**src/sv/assert_macros.svh**
```systemverilog
// Assertion macros shared by the RTL.
// Depends on a clock named clk and an active-low reset named rst_n in scope.
`ifndef ASSERT_MACROS_SVH
`define ASSERT_MACROS_SVH
`ifndef SYNTHESIS
`define ASSERT_CLK(lbl, prop) \
    lbl: assert property (@(posedge clk) disable iff (!rst_n) prop) \
        else $error("assertion failed");
`define ASSERT_NEVER(lbl, expr) `ASSERT_CLK(lbl, !(expr))
`else
`define ASSERT_CLK(lbl, prop)
`define ASSERT_NEVER(lbl, expr)
`endif
`endif

```
**src/sv/c8x_pkg.sv**
```systemverilog
// Shared types and constants for the instruction execute block.
// No dependencies.
package c8x_pkg;

    localparam int SCREEN_WIDTH  = 64;
    localparam int SCREEN_HEIGHT = 32;
    localparam int STACK_DEPTH   = 16;
    localparam int MEM_DEPTH     = 4096;

    localparam int X_BITS   = $clog2(SCREEN_WIDTH);
    localparam int Y_BITS   = $clog2(SCREEN_HEIGHT);
    localparam int SP_BITS  = $clog2(STACK_DEPTH);
    localparam int MA_BITS  = $clog2(MEM_DEPTH);
    localparam int LVL_BITS = $clog2(STACK_DEPTH + 1);

    localparam logic [11:0] FONT_BASE_RST     = 12'd80;
    localparam logic [11:0] START_ADDRESS_RST = 12'd512;
    localparam logic [7:0]  GLYPH_BYTES       = 8'd5;

    localparam logic [1:0] CFG_FONT_BASE = 2'd0;

    localparam logic [1:0] REQ_EXEC   = 2'd0;
    localparam logic [1:0] REQ_MEM_WR = 2'd1;
    localparam logic [1:0] REQ_MEM_RD = 2'd2;
    localparam logic [1:0] REQ_ROW_RD = 2'd3;

    typedef enum logic [1:0] {
        ST_OK    = 2'd0,
        ST_UNSUP = 2'd1,
        ST_OVF   = 2'd2,
        ST_UNF   = 2'd3
    } status_t;

    typedef enum logic [4:0] {
        OP_CLS, OP_RET, OP_JP, OP_CALL, OP_SE, OP_SNE, OP_SEV, OP_SNEV,
        OP_LD, OP_ADD, OP_ALU, OP_LDI, OP_DRW, OP_GETDT, OP_SETDT,
        OP_SETST, OP_FONT, OP_STORE, OP_LOAD, OP_BAD, OP_MWR, OP_MRD, OP_ROW
    } op_t;

    typedef enum logic [3:0] {
        S_IDLE, S_RDX, S_RDY, S_EXEC, S_WRF, S_DREQ, S_DDAT,
        S_SRD, S_SWR, S_LRD, S_LWR, S_MRD, S_ROW, S_DONE
    } state_t;

    typedef struct packed {
        op_t         op;
        logic [15:0] instr;
        logic [11:0] mem_addr;
        logic [7:0]  mem_data;
        logic [4:0]  row_select;
    } item_t;

    typedef struct packed {
        logic [11:0]             pc;
        logic [15:0]             index;
        logic [7:0]              flag;
        status_t                 status;
        logic [7:0]              read_byte;
        logic [SCREEN_WIDTH-1:0] frame_row;
    } result_t;

endpackage

```
**src/sv/c8x_front.sv**
```systemverilog
// Front end: accepts requests, decodes them and holds them in a two-entry queue.
// Depends on c8x_pkg.
module c8x_front (
    input  logic             clk,
    input  logic             rst_n,
    input  logic             push,
    output logic             full,
    input  logic [1:0]       req_type,
    input  logic [15:0]      instr,
    input  logic [11:0]      mem_addr,
    input  logic [7:0]       mem_data,
    input  logic [4:0]       row_select,
    output logic             q_valid,
    output c8x_pkg::item_t   q_item,
    input  logic             q_pop
);
    c8x_pkg::item_t slot_reg [2];
    logic           wr_ptr_reg, wr_ptr_next;
    logic           rd_ptr_reg, rd_ptr_next;
    logic [1:0]     count_reg, count_next;
    c8x_pkg::op_t   op;
    logic           do_push;

    always_comb
    begin
        op = c8x_pkg::OP_BAD;
        unique case (req_type)
            c8x_pkg::REQ_MEM_WR: op = c8x_pkg::OP_MWR;
            c8x_pkg::REQ_MEM_RD: op = c8x_pkg::OP_MRD;
            c8x_pkg::REQ_ROW_RD: op = c8x_pkg::OP_ROW;
            default:
            begin
                unique case (instr[15:12])
                    4'h0:
                    begin
                        if (instr == 16'h00E0)
                        begin
                            op = c8x_pkg::OP_CLS;
                        end
                        else if (instr == 16'h00EE)
                        begin
                            op = c8x_pkg::OP_RET;
                        end
                    end
                    4'h1: op = c8x_pkg::OP_JP;
                    4'h2: op = c8x_pkg::OP_CALL;
                    4'h3: op = c8x_pkg::OP_SE;
                    4'h4: op = c8x_pkg::OP_SNE;
                    4'h5: op = (instr[3:0] == 4'h0) ? c8x_pkg::OP_SEV : c8x_pkg::OP_BAD;
                    4'h6: op = c8x_pkg::OP_LD;
                    4'h7: op = c8x_pkg::OP_ADD;
                    4'h8:
                    begin
                        if (instr[3:0] <= 4'h5 || instr[3:0] == 4'h7)
                        begin
                            op = c8x_pkg::OP_ALU;
                        end
                    end
                    4'h9: op = (instr[3:0] == 4'h0) ? c8x_pkg::OP_SNEV : c8x_pkg::OP_BAD;
                    4'hA: op = c8x_pkg::OP_LDI;
                    4'hD: op = c8x_pkg::OP_DRW;
                    4'hF:
                    begin
                        unique case (instr[7:0])
                            8'h07:   op = c8x_pkg::OP_GETDT;
                            8'h15:   op = c8x_pkg::OP_SETDT;
                            8'h18:   op = c8x_pkg::OP_SETST;
                            8'h29:   op = c8x_pkg::OP_FONT;
                            8'h55:   op = c8x_pkg::OP_STORE;
                            8'h65:   op = c8x_pkg::OP_LOAD;
                            default: op = c8x_pkg::OP_BAD;
                        endcase
                    end
                    default: op = c8x_pkg::OP_BAD;
                endcase
            end
        endcase
    end

    assign full    = (count_reg == 2'd2);
    assign do_push = push && !full;
    assign q_valid = (count_reg != 2'd0);
    assign q_item  = slot_reg[rd_ptr_reg];

    always_comb
    begin
        wr_ptr_next = wr_ptr_reg ^ do_push;
        rd_ptr_next = rd_ptr_reg ^ (q_pop && q_valid);
        count_next  = count_reg + {1'b0, do_push} - {1'b0, q_pop && q_valid};
    end

    always_ff @(posedge clk)
    begin
        if (do_push)
        begin
            slot_reg[wr_ptr_reg] <= '{op: op, instr: instr, mem_addr: mem_addr,
                                      mem_data: mem_data, row_select: row_select};
        end
    end

    always_ff @(posedge clk or negedge rst_n)
    begin
        if (!rst_n)
        begin
            wr_ptr_reg <= 1'b0;
            rd_ptr_reg <= 1'b0;
            count_reg  <= 2'd0;
        end
        else
        begin
            wr_ptr_reg <= wr_ptr_next;
            rd_ptr_reg <= rd_ptr_next;
            count_reg  <= count_next;
        end
    end
endmodule

```
**config.mk**
```make
export PLATFORM = sky130hd
export DESIGN_NAME = c8x_front
export DESIGN_NICKNAME = d
export VERILOG_FILES = /design/src/sv/assert_macros.svh /design/src/sv/c8x_pkg.sv /design/src/sv/c8x_front.sv
export SDC_FILE = /design/constraint.sdc
export NUM_CORES = 1
export LEC_CHECK = 0
export CAP_MARGIN = 20
export CORE_MARGIN = 2
export CORE_UTILIZATION = 28
export CTS_BUF_LIST = sky130_fd_sc_hd__clkbuf_16
export DETAILED_ROUTE_END_ITERATION = 6
export DONT_BUFFER_PORTS = 1
export PLACE_DENSITY = 0.52
export SKIP_LAST_GASP = 1
export SYNTH_ARGS = -nofsm -noshare
export SYNTH_HDL_FRONTEND = slang
export SYNTH_SLANG_ARGS = --single-unit
```
**constraint.sdc**
```tcl
create_clock -name clk -period 2.72 [get_ports clk]
set_clock_uncertainty 0.2 [all_clocks]
set_input_delay 0.408 -clock clk [delete_from_list [all_inputs] [get_ports clk]]
set_output_delay 0.408 -clock clk [all_outputs]
set_load 0.02 [all_outputs]
```
# After elaboration in Yosys (flattened, before gate mapping)
# Memory sizes are Yosys's and may differ from the RTL's.
# Index checks and enable logic that the tools add are counted.
# Widths: inputs -> output; s select.
[op_classes] add_sub_neg=2 n_mul=0 div_mod_pow=0 order_cmp=1 eq_ne=25 shifts=0 mux=10 bitwise=2 reduce_logical=7
[op_table] operator="$pmux 5 s13" n=1
[op_table] operator="$eq 16x8->1 const B" n=2
[op_table] operator="$pmux 5 s6" n=1
[op_table] operator="$mux 5" n=5
[op_table] operator="$eq 4x3->1 const B" n=5
[op_table] operator="$eq 4x4->1 const B" n=5
[op_table] operator="$eq 8x5->1 const B" n=2
[op_table] operator="$eq 8x7->1 const B" n=2
[op_table] operator="$pmux 5 s3" n=1
[op_table] operator="$eq 4x2->1 const B" n=2
[op_table] operator="$eq 8x3->1 const B" n=1
[op_table] operator="$eq 8x6->1 const B" n=1
[op_table] operator="$logic_not 4->1" n=2
[op_table] operator="$eq 2x2->1 const B" n=3
[op_table] operator="$eq 4x1->1 const B" n=1
[op_table] operator="$le 4x3->1 const B" n=1
[op_table] operator="$add 2x1->2" n=1
[op_table] operator="$eq 2x1->1 const B" n=1
[op_table] operator="$logic_and 1x1->1" n=2
[op_table] operator="$mux 1" n=2
[op_table] operator="$reduce_bool 2->1" n=1
[op_table] operator="$sub 2x1->2" n=1
[op_table] operator="$xor 1x1->1" n=2
[op_table] operator="$logic_not 1->1" n=1
[op_table] operator="$logic_or 1x1->1" n=1
[word_totals] ff_bits=4 latch_bits=0 ram_bits=92 mem_bits_ro=0 out_inout_bits=48 mem_count=1
[mem_list] memory="slot_reg" depth=2 word_bits=46 rd=1 rd_ports_with_merged_regs=0 write_ports=1 line="c8x_front.sv:17" text="c8x_pkg::item_t slot_reg [2];"

# Longest topological paths before layout
# Gate-level depths: netlist of the first run.
[depth] word_depth=5 depth_mapped=7 ltp_nobuf=7

# Least setup slack after synthesis of the first run
# Ideal clock, no wire load.
[synth_path] kind="flip-flop to flip-flop" startpoint="register count_reg[1]" endpoint="memory slot_reg[1][0] in the netlist's numbering (enable)" arrival_time_ns=1.746 required_time_ns=2.112 setup_slack_ns=0.365 stages_incl_launch_ff=5 n_path_buf=0 synth_period_minus_slack_ns=2.355 cell_sequence="dfrtp_1 > nand2b_1 > nand2_1 > inv_1 > ha_1"
[synth_via] elab_chain_len=5
[synth_rtl] item="start, declared" line="c8x_front.sv:20" text="logic [1:0] count_reg, count_next;"
[synth_rtl] item="start signal, assigned" line="c8x_front.sv:113" text="count_reg <= count_next;"
[synth_rtl] item="$eq 2x2->1" line="c8x_front.sv:80" text="assign full = (count_reg == 2'd2);"
[synth_rtl] item="$logic_not 1->1" line="c8x_front.sv:81" text="assign do_push = push && !full;"
[synth_rtl] item="$logic_and 1x1->1" line="c8x_front.sv:81"
[synth_rtl] item="$mux 1" line="c8x_front.sv:94" text="if (do_push)"
[synth_rtl] item="$mux 1 (not written as such)" line="c8x_front.sv:96" text="slot_reg[wr_ptr_reg] <= '{op: op, instr: instr, mem_addr: mem_addr,"
[synth_rtl] item="end, declared" line="c8x_front.sv:17"
# No other way between the ends.

==> qor.txt, run 1 <==
global route overflow - 0
Mean Syn Cell Area - 16.5 um2
IO Port Bufs - 0
H-tree depth - 3
cells after synthesis - 245
Ports - 95
Switching Fraction - 33.0%
sequential power share - 43.0%
Synth Area in Adders - 1.24%
vias in the first global route - 2163
die height - 124 um
clock power share - 25.4%
Hold Path Depth - 1
clock transition at the registers of the reported paths - 70 ps
# rows - 43
initial antenna violation count - 0
reg2reg path depth - 7
f_max - 482 MHz
measured slew at the worst slew-check pin - 456 ps
mapped cell area - 0.00403 mm2
drt initial violations - 159
Yosys top cell by area - edfxtp_1
post-synthesis sequential area ratio - 71.0%
#FFs+latches synth - 96
P_leak - 0.00167 uW
Initial Util - 28.8%
Pre-antenna DRT Iters - 4
# DRC - 0
fin crit share - 76.2%
Area Growth Syn to Fin - 24.0%
Max VDD drop - 0.000392 V
hold_buf cts - 42
top_reg_cell synth - edfxtp_1
xor/xnor share of the synthesized area - 1.09%
Slew headroom - 69.6%
# diodes - 0
minimum clock period - 2070 ps
NumNets Final - 344
Final setup viols - 0
max-slew violations - 0
drt wl/cell - 17.4 um
max_cap viols - 0
max FFs per register - 92
die width - 124 um
first-pass GRT wire length - 12.1 mm
Die Footprint - 0.0154 mm2
largest family of logic cells by synthesized area - multiplexers
DP Wirelength - 5.26 mm
Distinct cells, synth - 44
top cells by area, synth - edfxtp_1 (68%), mux2_2 (13%), dfrtp_1 (2.5%)
total chip power - 4880 uW
Pint - 3260 uW
layout cell share with drive strength beyond 1 - 24.2%
CTS tree - done
CP required - 2110 ps
Avg Vias per Cell - 4.73
top cell type's share of synthesized area - 68.5%
clk buf depth - 2
number of synthesized flops with an enable pin - 92
placer congestion estimate - 0.812
RSZ-0062 raised after global routing - false
Gate power share - 31.6%
Worst Setup Start Kind - register
crit end category - output pin
Core Region - 0.0140 mm2
largest net degree at the start of global routing - 48
PwrDens - 975 mW/mm2
fill count - 1330
NetSw - 1610 uW
TNS Setup - 0 ps
Hold Fails Final Rpt - 0
remaining antenna violation count - 0
Routed WL - 8.32 mm
Worst EP arrival - 1470 ps
cts bufs inserted - 9
async set-reset flop share out of synthesis - 4.17%
Setup Fix Bufs, Post-CTS - 0
Post-Syn Nets - 296
total number of vias - 2262
Root Buffer - clkbuf_16
CTS resizes - 0
Ys Warns - 0
outcome - completed
worst skew pair latency - 330 ps
GRT Total Usage - 10.8%
worst-path fanout max - 47
count leader, synth - edfxtp_1
Hold WC Path Type - input port to register
Setup CP Type - register to output pin
top cells by count, synth - edfxtp_1 (92), mux2_2 (46), clkbuf_1 (9), nand2_1 (9), inv_1 (8)
clk sinks - 96
fraction of synthesized area in multiplexers - 12.8%
compound-gate portion of the synthesized area - 5.68%
Synth Area in Simple Gates - 6.61%
-- power groups by stage --
stage	combinational, uW	sequential (uW)	clock, uW
global placement	1520	2120	0
detailed placement	1510	2130	0
finish	1540	2100	1240
floorplan	1200	2120	0
global route	1650	2130	1350
CTS	1590	2100	1290
-- final timing paths --
kind | start | end | slack (ps)
hold reg to reg | count_reg[1] | count_reg[1] | 300
setup reg to reg | count_reg[1] | count_reg[1] | 680
max in group asynchronous | rst_n | rd_ptr_reg | 1990
min in group asynchronous | rst_n | count_reg[0] | 140
hold / removal | req_type[0] | slot_reg[1][41] | 90
setup / recovery | rd_ptr_reg | q_item[36] | 650
-- layer usage --
| layer | wire (um) | part of all wire, % | track usage (%) | up-vias |
|---|---|---|---|---|
| li1 | - | - | - | 1051 |
| met1 | 3570 | 43 | 13.2 | 1128 |
| met2 | 3970 | 48 | 17.5 | 73 |
| met3 | 687 | 8.3 | 3.98 | 10 |
| met4 | 88 | 1.1 | 3.58 | 0 |
| met5 | 0 | 0 | 0 | - |
-- logic make-up (layout without fill, tap and decap cells) --
family	count (synthesis)	after routing
adders and majority gates	4	4
DFF	96	96
AOI/OAI and AO/OA	33	33
and+or+nand+nor	44	44
xor gates and xnor gates	5	5
muxes	46	46
buffers and inverters	17	70
-- worst max-delay path: stages (launching register included) --
cell	delay, ps
dfrtp_2	370
buf_12	270
mux2_2	460
-- stage by stage --
step           area (um2)  hold WS [ps]  setup WS [ps]  util, %  std cells
2_1_floorplan        4030         -87.6            365        -        245
3_3_place_gp         4290         -87.4            593     30.6        420
3_5_place_dp         4290         -87.4            599     30.6        420
4_1_cts              5000          71.1            607     35.8        478
5_1_grt              5000          68.4            573     35.8        478
6_report             5000          87.9            647     35.8        478
-- area by class of cell --
cell class / count / area [um2] / area share [%]
inverter: 8 / 30.0 / 0.600
multi-input combinational: 132 / 1110 / 22.2
sequential: 96 / 2860 / 57.2
clock inverter: 7 / 71.3 / 1.43
tap: 180 / 225 / 4.50
timing repair buffer: 46 / 475 / 9.50
clock buffer: 9 / 225 / 4.50
-- cell usage in the layout (no fill, tap or decap), types with 3 or more instances in the layout --
master	Yosys	final
a21oi_1	3	3
a31oi_1	7	7
clkbuf_16	0	9
dfrtp_1	4	3
dlygate4sd3_1	0	42
edfxtp_1	92	92
inv_1	8	9
mux2_2	46	46
nand2_1	9	9
nand2b_1	3	3
nand3_1	4	4
nand3b_1	4	4
nor2_1	5	5
nor3b_1	3	3
o21ai_0	7	7
xnor2_1	3	3
Note: power is estimated with default switching activity, not from simulation.
==> run 2: changes to the inputs <==
--- a/config.mk
+++ b/config.mk
@@ -11,7 +11,7 @@
 export CTS_BUF_LIST = sky130_fd_sc_hd__clkbuf_16
 export DETAILED_ROUTE_END_ITERATION = 6
 export DONT_BUFFER_PORTS = 1
-export PLACE_DENSITY = 0.52
+export PLACE_DENSITY = 0.54
 export SKIP_LAST_GASP = 1
 export SYNTH_ARGS = -nofsm -noshare
 export SYNTH_HDL_FRONTEND = slang
==> constraint.sdc (replaced) <==
create_clock -name clk -period 1.8 [get_ports clk]
set_clock_uncertainty 0.2 [all_clocks]
set_input_delay 0.27 -clock clk [delete_from_list [all_inputs] [get_ports clk]]
set_output_delay 0.27 -clock clk [all_outputs]
set_load 0.02 [all_outputs]
==> qor.txt, run 2 (synthesized netlist as in run 1, its figures left out) <==
outcome - finished, violations left
failing checks - negative setup slack
Core Region - 0.0140 mm2
Final setup viols - 46
die width - 124 um
Avg Vias per Cell - 4.73
Place WS - -154 ps
fin crit share - 105%
delay-heaviest family, CP - flip-flops
Setup CP Type - register to output pin
clk sinks - 96
total number of vias - 2337
max FFs per register - 92
worst-path fanout max - 6
Worst Setup Start Kind - register
vias in the first global route - 2311
Pre-antenna DRT Iters - 6
# DRC - 0
# rows - 43
reg2reg path depth - 7
f_max - 529 MHz
crit end category - output pin
Final WS setup - -89.0 ps
most frequent cells in the layout - edfxtp_1 (92), mux2_4 (44), dlygate4sd3_1 (43), clkbuf_16 (11)
Slowest cell on crit path - dfrtp_2
storage element area - 0.00286 mm2
Die Footprint - 0.0154 mm2
# diodes - 0
placer congestion estimate - 0.886
Slew headroom - 73.3%
Ports - 95
r2r startpoint - count_reg[1]
largest net degree at the start of global routing - 26
area of the multi-input gates - 0.00134 mm2
instance count on the critical path - 3
clock transition at the registers of the reported paths - 60 ps
IO Port Bufs - 0
RR Endpoint - count_reg[1]
measured slew at the worst slew-check pin - 396 ps
Worst Path Buf+Inv - 2
P_leak - 0.00198 uW
max-slew violations - 0
H-tree depth - 3
biggest cell delay along the critical path - 410 ps
CP required - 1330 ps
cts bufs inserted - 9
DP Wirelength - 5.25 mm
NumNets Final - 360
die height - 124 um
Worst EP arrival - 1420 ps
Max VDD drop - 0.000475 V
worst skew pair latency - 340 ps
fin util - 39.1%
Critical Path End - q_item[44]
remaining antenna violation count - 0
global route overflow - 0
drt wl/cell - 17.8 um
minimum clock period - 1890 ps
Worst Setup SP - rd_ptr_reg
worst hold slack - 15.9 ps
CTS tree - done
fill count - 1305
PwrDens - 1540 mW/mm2
clk buf depth - 2
GRT Total Usage - 11.1%
Hold WC Path Type - input port to async pin
initial antenna violation count - 0
RSZ-0062 raised after global routing - true
CP cell instances - buf_12 -> clkbuf_16 -> mux2_4
most common cell after layout, fill and taps aside - edfxtp_1
layout cell share with drive strength beyond 1 - 30.3%
first-pass GRT wire length - 12.6 mm
Hold Fails Final Rpt - 0
max_cap viols - 0
r2r setup slk - 10 ps
Routed WL - 8.81 mm
Initial Util - 28.8%
Area Growth Syn to Fin - 35.4%
Root Buffer - clkbuf_16
drt initial violations - 122
-- run 2: changes by cell type in the layout (fill, tap and decap cells not counted), moves of 3 or more --
cell and change:
buf_12 +5, buf_4 +6, ha_4 +4, inv_1 -3, mux2_2 -44, mux2_4 +44
-- run 2: cell type report --
type | count | area share, %
Clock buffer | 9 | 4.12
Clock inverter | 7 | 1.42
Inverter | 8 | 0.550
Multi-Input combinational cell | 132 | 24.5
Sequential cell | 96 | 52.4
Tap cell | 180 | 4.12
Timing Repair Buffer | 62 | 12.9
-- run 2: what timing repair did --
action	4_1_cts	5_1_grt
resized for setup	12	40
pin swaps	5	1
hold endpoints to repair	92	0
hold buffers	43	0
setup endpoints to repair	47	139
buffers inserted	1	1
cloned	0	4
-- run 2: metrics by stage --
step	std cells	TNS [ps]	instance area, um2	power (uW)
detailed placement	429	-735	4410	5730
global placement	429	-588	4410	5700
floorplan	245	-11630	4050	5030
CTS	489	-3250	5210	7920
global route	494	-5190	5460	8810
finish	494	-3250	5460	8400
-- run 2: worst register-to-register path: cells and delay by family (launching register included) --
kind	cells	cell delay, ps
xor gates and xnor gates	2	250
adders and majority gates	2	410
buffers and inverters	1	40
DFF	1	380
and+or+nand+nor	2	400
-- run 2: worst min path at each step --
stage	from	endpoint	slack, ps	depth (start not counted)
CTS	rst_n	count_reg[0]	2	1
global placement	rst_n	rd_ptr_reg	-230	0
floorplan	rst_n	count_reg[0]	-230	0
detailed placement	rst_n	count_reg[0]	-230	0
global route	rst_n	count_reg[0]	10	1
finish	rst_n	wr_ptr_reg	20	1
-- run 2: report_power, final --
part | total (uW) | internal, uW | switching [uW]
combinational | 3280 | 1530 | 1750
sequential | 3190 | 3060 | 133
clock | 1930 | 1090 | 834
-- run 2: metal layers --
metal	up-vias	GRT usage (%)	routed length [um]	part of all wire (%)
li1	1087	-	-	-
met1	1172	12.4	3570	41
met2	70	18.7	4450	51
met3	8	4.95	698	7.9
met4	0	4.14	90	1.0
met5	-	0	0	0
